`src/sv/slfha_pkg.sv`:
```
// ----------------------------------------------------------------------------
// slfha_pkg
// Shared sizes, codes and types of the scoped lowest-free handle allocator.
// ----------------------------------------------------------------------------
package slfha_pkg;

    localparam int SLOTS   = 64;
    localparam int FRAMES  = 16;
    localparam int SLOT_W  = (SLOTS > 1) ? $clog2(SLOTS) : 1;
    localparam int FRAME_W = (FRAMES > 1) ? $clog2(FRAMES) : 1;

    localparam int ACTION_W = 3;
    localparam int HANDLE_W = 6;
    localparam int STATUS_W = 2;
    localparam int LEVEL_W  = 4;

    typedef enum logic [ACTION_W-1:0] {
        ACT_ACQUIRE = 3'd0,
        ACT_RELEASE = 3'd1,
        ACT_PUSH    = 3'd2,
        ACT_POP     = 3'd3,
        ACT_CLEAR   = 3'd4
    } t_action;

    typedef enum logic [STATUS_W-1:0] {
        ST_OK       = 2'd0,
        ST_NO_FREE  = 2'd1,
        ST_FULL     = 2'd2,
        ST_BASE_POP = 2'd3
    } t_status;

    typedef enum logic [1:0] {
        OP_HOLD,
        OP_WRITE,
        OP_PUSH,
        OP_POP
    } t_stack_op;

    typedef struct packed {
        t_stack_op              op;
        logic [SLOTS-1:0]       bits;
    } t_stack_cmd;

endpackage

```
`src/sv/scoped_lowest_free_handle_allocator_core.sv`:
```
// ----------------------------------------------------------------------------
// scoped_lowest_free_handle_allocator_core
// Stack of slot bitmaps; acquire grants the lowest free slot of the top frame.
//
//   channel  | handshake           | payload
//   ---------+---------------------+----------------------------------------
//   command  | start / busy        | i_action, i_handle_id
//   result   | o_valid (strobe)    | o_granted_handle, o_status, o_frame_level
//
// One item per cycle; its result strobes in the cycle after it is taken.
// The rate is set by the find-first-free encoder on the top bitmap and the
// frame memory's single registered read.
// busy is always low. Reset leaves one empty base frame; it needs no sweep.
// The receiver cannot stall; each result is shown for one cycle only.
// ----------------------------------------------------------------------------
module scoped_lowest_free_handle_allocator_core (
    input  logic                           i_clk,
    input  logic                           i_rst_n,
    input  logic                           start,
    output logic                           busy,
    input  logic [slfha_pkg::ACTION_W-1:0] i_action,
    input  logic [slfha_pkg::HANDLE_W-1:0] i_handle_id,
    output logic                           o_valid,
    output logic [slfha_pkg::HANDLE_W-1:0] o_granted_handle,
    output logic [slfha_pkg::STATUS_W-1:0] o_status,
    output logic [slfha_pkg::LEVEL_W-1:0]  o_frame_level
);

    logic                            w_accept;
    logic [slfha_pkg::SLOTS-1:0]     w_top;
    logic [slfha_pkg::FRAME_W-1:0]   w_level;
    logic                            w_full;
    logic [slfha_pkg::SLOT_W-1:0]    w_free;
    logic [slfha_pkg::SLOT_W-1:0]    w_rel_idx;
    slfha_pkg::t_stack_cmd           w_cmd;
    slfha_pkg::t_status              w_status;
    logic [slfha_pkg::SLOT_W-1:0]    w_grant;
    logic [slfha_pkg::FRAME_W-1:0]   w_level_after;

    logic                            r_valid;
    logic [slfha_pkg::HANDLE_W-1:0]  r_granted;
    slfha_pkg::t_status              r_status;
    logic [slfha_pkg::LEVEL_W-1:0]   r_level_out;

    assign busy      = 1'b0;
    assign w_accept  = start && !busy;
    assign w_rel_idx = slfha_pkg::SLOT_W'(i_handle_id);

    slfha_ffs u_ffs (
        .i_bits  (w_top),
        .o_full  (w_full),
        .o_index (w_free)
    );

    always_comb begin
        w_cmd.op      = slfha_pkg::OP_HOLD;
        w_cmd.bits    = w_top;
        w_status      = slfha_pkg::ST_OK;
        w_grant       = '0;
        w_level_after = w_level;
        if (w_accept) begin
            unique case (slfha_pkg::t_action'(i_action))
                slfha_pkg::ACT_ACQUIRE: begin
                    if (w_full) begin
                        w_status = slfha_pkg::ST_NO_FREE;
                    end else begin
                        w_cmd.op           = slfha_pkg::OP_WRITE;
                        w_cmd.bits[w_free] = 1'b1;
                        w_grant            = w_free;
                    end
                end
                slfha_pkg::ACT_RELEASE: begin
                    if (32'(i_handle_id) < 32'(slfha_pkg::SLOTS)) begin
                        w_cmd.op              = slfha_pkg::OP_WRITE;
                        w_cmd.bits[w_rel_idx] = 1'b0;
                    end
                end
                slfha_pkg::ACT_PUSH: begin
                    if (w_level == slfha_pkg::FRAME_W'(slfha_pkg::FRAMES - 1)) begin
                        w_status = slfha_pkg::ST_FULL;
                    end else begin
                        w_cmd.op      = slfha_pkg::OP_PUSH;
                        w_level_after = w_level + slfha_pkg::FRAME_W'(1);
                    end
                end
                slfha_pkg::ACT_POP: begin
                    if (w_level == '0) begin
                        w_status = slfha_pkg::ST_BASE_POP;
                    end else begin
                        w_cmd.op      = slfha_pkg::OP_POP;
                        w_level_after = w_level - slfha_pkg::FRAME_W'(1);
                    end
                end
                slfha_pkg::ACT_CLEAR: begin
                    w_cmd.op   = slfha_pkg::OP_WRITE;
                    w_cmd.bits = '0;
                end
                default: ;
            endcase
        end
    end

    slfha_stack u_stack (
        .i_clk   (i_clk),
        .i_rst_n (i_rst_n),
        .i_cmd   (w_cmd),
        .o_top   (w_top),
        .o_level (w_level)
    );

    always_ff @(posedge i_clk) begin
        if (!i_rst_n) begin
            r_valid <= 1'b0;
        end else begin
            r_valid <= w_accept;
        end
        r_granted   <= slfha_pkg::HANDLE_W'(w_grant);
        r_status    <= w_status;
        r_level_out <= slfha_pkg::LEVEL_W'(w_level_after);
    end

    assign o_valid          = r_valid;
    assign o_granted_handle = r_granted;
    assign o_status         = r_status;
    assign o_frame_level    = r_level_out;

endmodule

```
`src/sv/slfha_ffs.sv`:
```
// ----------------------------------------------------------------------------
// slfha_ffs
// Finds the lowest clear bit of the top frame's slot bitmap.
// ----------------------------------------------------------------------------
module slfha_ffs (
    input  logic [slfha_pkg::SLOTS-1:0]  i_bits,
    output logic                         o_full,
    output logic [slfha_pkg::SLOT_W-1:0] o_index
);

    logic [slfha_pkg::SLOTS-1:0] w_low;

    // isolate lowest zero: one-hot, or zero when every slot is taken
    assign w_low  = ~i_bits & (i_bits + slfha_pkg::SLOTS'(1));
    assign o_full = &i_bits;

    always_comb begin
        o_index = '0;
        for (int i = 0; i < slfha_pkg::SLOTS; i++) begin
            if (w_low[i]) begin
                o_index = o_index | slfha_pkg::SLOT_W'(i);
            end
        end
    end

endmodule

```
`src/sv/slfha_stack.sv`:
```
// ----------------------------------------------------------------------------
// slfha_stack
// Frame stack: top and next-lower bitmaps in registers, deeper frames in a
// memory whose registered read always holds the frame two below the top.
// ----------------------------------------------------------------------------
module slfha_stack (
    input  logic                          i_clk,
    input  logic                          i_rst_n,
    input  slfha_pkg::t_stack_cmd         i_cmd,
    output logic [slfha_pkg::SLOTS-1:0]   o_top,
    output logic [slfha_pkg::FRAME_W-1:0] o_level
);

    logic [slfha_pkg::SLOTS-1:0]   r_mem [slfha_pkg::FRAMES];
    logic [slfha_pkg::SLOTS-1:0]   r_top;
    logic [slfha_pkg::SLOTS-1:0]   r_below;
    logic [slfha_pkg::SLOTS-1:0]   r_rd;
    logic [slfha_pkg::FRAME_W-1:0] r_level;
    logic [slfha_pkg::FRAME_W-1:0] n_level;
    logic [slfha_pkg::FRAME_W-1:0] w_rd_addr;
    logic [slfha_pkg::FRAME_W-1:0] w_wr_addr;

    always_comb begin
        case (i_cmd.op)
            slfha_pkg::OP_PUSH: n_level = r_level + slfha_pkg::FRAME_W'(1);
            slfha_pkg::OP_POP:  n_level = r_level - slfha_pkg::FRAME_W'(1);
            default:            n_level = r_level;
        endcase
    end

    assign w_rd_addr = n_level - slfha_pkg::FRAME_W'(2);
    assign w_wr_addr = r_level - slfha_pkg::FRAME_W'(1);

    always_ff @(posedge i_clk) begin
        if (!i_rst_n) begin
            r_level <= '0;
            r_top   <= '0;
            r_below <= '0;
        end else begin
            r_level <= n_level;
            case (i_cmd.op)
                slfha_pkg::OP_WRITE: r_top <= i_cmd.bits;
                slfha_pkg::OP_PUSH: begin
                    r_below <= r_top;
                    r_top   <= '0;
                end
                slfha_pkg::OP_POP: begin
                    r_top   <= r_below;
                    r_below <= r_rd;
                end
                default: ;
            endcase
        end
    end

    // push writes the old lower frame; read-after-write goes around the memory
    always_ff @(posedge i_clk) begin
        if (i_cmd.op == slfha_pkg::OP_PUSH && r_level != '0) begin
            r_mem[w_wr_addr] <= r_below;
        end
        if (i_cmd.op == slfha_pkg::OP_PUSH) begin
            r_rd <= r_below;
        end else begin
            r_rd <= r_mem[w_rd_addr];
        end
    end

    assign o_top   = r_top;
    assign o_level = r_level;

endmodule

```
`config.mk`:
```
export PLATFORM = sky130hd
export DESIGN_NAME = scoped_lowest_free_handle_allocator_core
export DESIGN_NICKNAME = d
export VERILOG_FILES = /design/src/sv/slfha_pkg.sv /design/src/sv/scoped_lowest_free_handle_allocator_core.sv /design/src/sv/slfha_ffs.sv /design/src/sv/slfha_stack.sv
export SDC_FILE = /design/constraint.sdc
export NUM_CORES = 2
export LEC_CHECK = 0
export ABC_AREA = 1
export BUFFER_PORTS_ARGS = -buffer_cell sky130_fd_sc_hd__buf_2
export CAP_MARGIN = 20
export CORE_MARGIN = 2
export CORE_UTILIZATION = 55
export CTS_BUF_LIST = sky130_fd_sc_hd__clkbuf_16
export CTS_CLUSTER_SIZE = 40
export DETAILED_ROUTE_END_ITERATION = 8
export PLACE_DENSITY = 0.82
export SYNTH_ARGS = -nofsm -noshare
export SYNTH_HDL_FRONTEND = slang
export SYNTH_SLANG_ARGS = --single-unit
export TNS_END_PERCENT = 50
```
`constraint.sdc`:
```
create_clock -name i_clk -period 12.67 [get_ports i_clk]
set_input_delay 1.9005 -clock i_clk [delete_from_list [all_inputs] [get_ports i_clk]]
set_output_delay 1.9005 -clock i_clk [all_outputs]
set_load 0.02 [all_outputs]
```
==> metrics.csv <==
metric,value,unit
synthToLayoutAreaGrowth,9.52,%
total_power,8.85,mW
synth.yosys.seq_area_share,66.1,%
die_height,314,um
synth-edff-count,1024,
register_area,34900,um^2
required,13.26,ns
nets,5171,
cts_made_buffers,117,
finalCriticalPeriod,8.02,ns
via_per_inst,6.17,
synth_area_per_cell,10.1,um^2
crit_type,reg -> reg,
clkSlewWorstSetupHoldPaths,0.07,ns
nFillCells,7433,
synthArstFlopShare,0,%
r2r-end,u_stack.r_rd[51]$_DFF_P_,
synthSimpleGateAreaFrac,22.2,%
ctsLongestPathBuffers,3,
drive_above_1_share,6.09,%
ys_types,41,
rsz0062_at_grt,no,
cts_tree,done,
p_int,6.69,mW
synth_area,52800,um^2
r2r_slack,4.65,ns
worst_slack,4.65,ns
combPwrFrac,8.2,%
hold_viol,0,
clk_latency,0.72,ns
grt_pass1_vias,38200,
min_path_type,reg -> reg,
fp.dieW,314,um
r2r_start,u_stack.o_top[17]$_SDFFE_PN0P_,
synth_common_cells,"nand2_1 (1531), edfxtp_1 (1024), nand3_1 (906)",
grt_pass1_wl,229000,um
clockRootBuffer,clkbuf_16,
fin_crit_sh,63.3,%
cts_setup_buffers,0,
static-leakage-power,21.3,nW
ys.flop_type,edfxtp_1,
synth_seq_cells,1233,
setup_violations,0,
power_density,153,nW/um^2
crit_arrival,8.61,ns
pin_count,26,
synth.largest_area_cell,edfxtp_1,
yosysWarnings,0,
cts_sinks,1233,
initial_utilization,55.5,%
max_freq,125,MHz
cp_max_fo,65,
dpl.hpwl,84400,um
drt_iter0_drc,6075,
tightest_slew,1.56,ns
wl_per_cell,23.2,um
finClkSkew,0.0203,ns
whs_endpoint,u_stack.r_below[10]$_SDFFE_PN0P_,
synth_cells,5254,
relSlewSlack,-4.05,%
yosys.area_share.adder,0.142,%
peakVddDrop,0.135,mV
syn_nets,5272,
drv_slew,49,
hold_depth,2,
grtUsageTotal,30.4,%
place_congestion,1.02,
multi_input_area,15900,um^2
drt_wl_total,151000,um
synth_top_area_share,58.2,%
maxCapViolations,0,
post_cts_resized,0,
drc,0,
grt_remaining_overflow,0,
swShare,24.4,%
synth_most_common_cell,nand2_1,
die_area,98600,um^2
core_area,95200,um^2
drtPass1Iterations,6,
outcome,"complete, but fails checks",
synth_area_leaders,"edfxtp_1 (58%), nand2_1 (11%), nand3_1 (8.6%), dfxtp_1 (7.9%), a21oi_1 (3.3%)",
vias,40200,
synth_compound_area_share,7.38,%
rows,113,
post_synth_xor_area_fraction,0.0497,%
end_kind,flop,
grt_max_degree,206,
antenna_found_initial,2,
diodes,0,
crit_path_start_kind,flop,
post-place-ws,4.47,ns
violations,max-slew violations,
p_sw,2.16,mW
clkPwrFrac,39.8,%
r2r_cells,23,
htreeDepth,3,
synth_top_family_by_area,simple AND/OR/NAND/NOR gates,
setup-tns-final,0,ns
synthMuxAreaShare,0,%
detail-route-antenna-nets,0,
hold_path.startpoint,u_stack.r_rd[10]$_DFF_P_,
whs,0.521,ns
portBuffers,24,
cts_hold_buf,0,
seqPwrFrac,52.0,%
==> worst max path at each step <==
stage / from / to / slack (ns) / depth (start not counted)
final: u_stack.o_top[17]$_SDFFE_PN0P_ / u_stack.r_rd[51]$_DFF_P_ / 4.65 / 23
after floorplan: i_action[0] / u_stack.r_mem[14][0]$_DFFE_PP_ / 3.11 / 8
after global placement: i_action[0] / u_stack.r_rd[41]$_DFF_P_ / 4.70 / 21
after CTS: u_stack.o_top[17]$_SDFFE_PN0P_ / u_stack.r_rd[19]$_DFF_P_ / 4.94 / 23
after detailed placement: i_action[0] / u_stack.r_rd[33]$_DFF_P_ / 4.47 / 21
after global routing: u_stack.o_top[30]$_SDFFE_PN0P_ / u_stack.r_rd[30]$_DFF_P_ / 4.46 / 23
==> power by group through the flow <==
stage               Clock, mW  Sequential (mW)  Combinational, mW
finish                   3.52             4.60              0.722
global route             3.69             4.61              0.790
CTS                      3.53             4.59              0.706
detailed placement          0             4.68              0.697
global placement            0             4.68              0.676
floorplan                   0             4.62              0.504
==> critical path, cell delays in order, from the launching register on <==
cell,delay (ns)
dfxtp_1,0.55
nand2_1,0.12
nor2_1,0.19
nand2_1,0.19
nor2_4,0.24
nand3_2,0.19
nor2_2,0.21
nand2_2,0.62
nand2_2,0.33
nand3_4,0.15
nor2_4,0.10
buf_4,0.86
clkinv_2,1.03
nor2_1,0.37
nor3_2,0.08
inv_1,0.13
ha_4,0.17
buf_4,0.71
buf_4,0.75
nand3_1,0.22
a21oi_1,0.19
o21ai_1,0.11
nand3_1,0.11
nand2_1,0.08
==> sequential cells by signal, indices dropped and copies added (netlist names) <==
name              flops
u_stack.o_level       4
u_stack.r_below      64
u_stack.o_top        64
u_stack.r_mem      1024
o_valid               1
o_status              2
o_granted_handle      6
u_stack.r_rd         64
o_frame_level         4
==> cell families (layout without fill, tap and decap cells) <==
family / Yosys count / in the layout
xor+xnor: 3 / 3
buf+inv: 541 / 543
fa+ha+maj: 6 / 6
compound gates: 710 / 710
other cells: 1 / 1
flops: 1233 / 1233
simple gates: 2760 / 2760
==> metal layers <==
metal	vias up	track usage, %	share of wire [%]
met5	-	0	0.025
met4	6	13.4	4.1
met3	423	5.00	11
met2	2507	47.4	46
met1	19200	42.5	39
li1	18100	-	-
==> cell usage in the layout (no fill, tap or decap), types with 13 or more instances in the layout <==
master | synthesis | final
edfxtp_1 | 1024 | 1024
o21ai_1 | 64 | 64
bufinv_16 | 0 | 15
a21oi_1 | 346 | 346
o21ai_0 | 188 | 188
buf_4 | 3 | 69
nand4_1 | 23 | 23
buf_2 | 67 | 24
nand3_1 | 906 | 906
nand2_1 | 1531 | 1530
clkinv_2 | 0 | 14
inv_1 | 216 | 243
nor2_1 | 230 | 221
nor3_1 | 43 | 35
nor2_4 | 4 | 13
o211ai_1 | 73 | 73
clkinv_1 | 4 | 32
clkbuf_16 | 0 | 118
dfxtp_1 | 209 | 209
a211oi_1 | 16 | 16
==> layout make-up <==
| cell class | instances | share of cell area, % |
|---|---|---|
| sequential | 1233 | 60.4 |
| multi-input combinational | 3480 | 27.5 |
| clock buffer | 118 | 5.10 |
| tap | 1265 | 2.73 |
| clock inverter | 104 | 1.63 |
| inverter | 225 | 1.50 |
| timing repair buffer | 96 | 1.22 |
==> metrics by stage <==
stage / std cells / utilization, % / cell area (um^2)
floorplan: 5254 / - / 52800
global placement: 6298 / 56.7 / 54000
detailed placement: 6298 / 56.7 / 54000
CTS: 6520 / 60.8 / 57800
global route: 6521 / 60.8 / 57900
finish: 6521 / 60.8 / 57900
No activity file was read; power rests on OpenSTA's default activity.
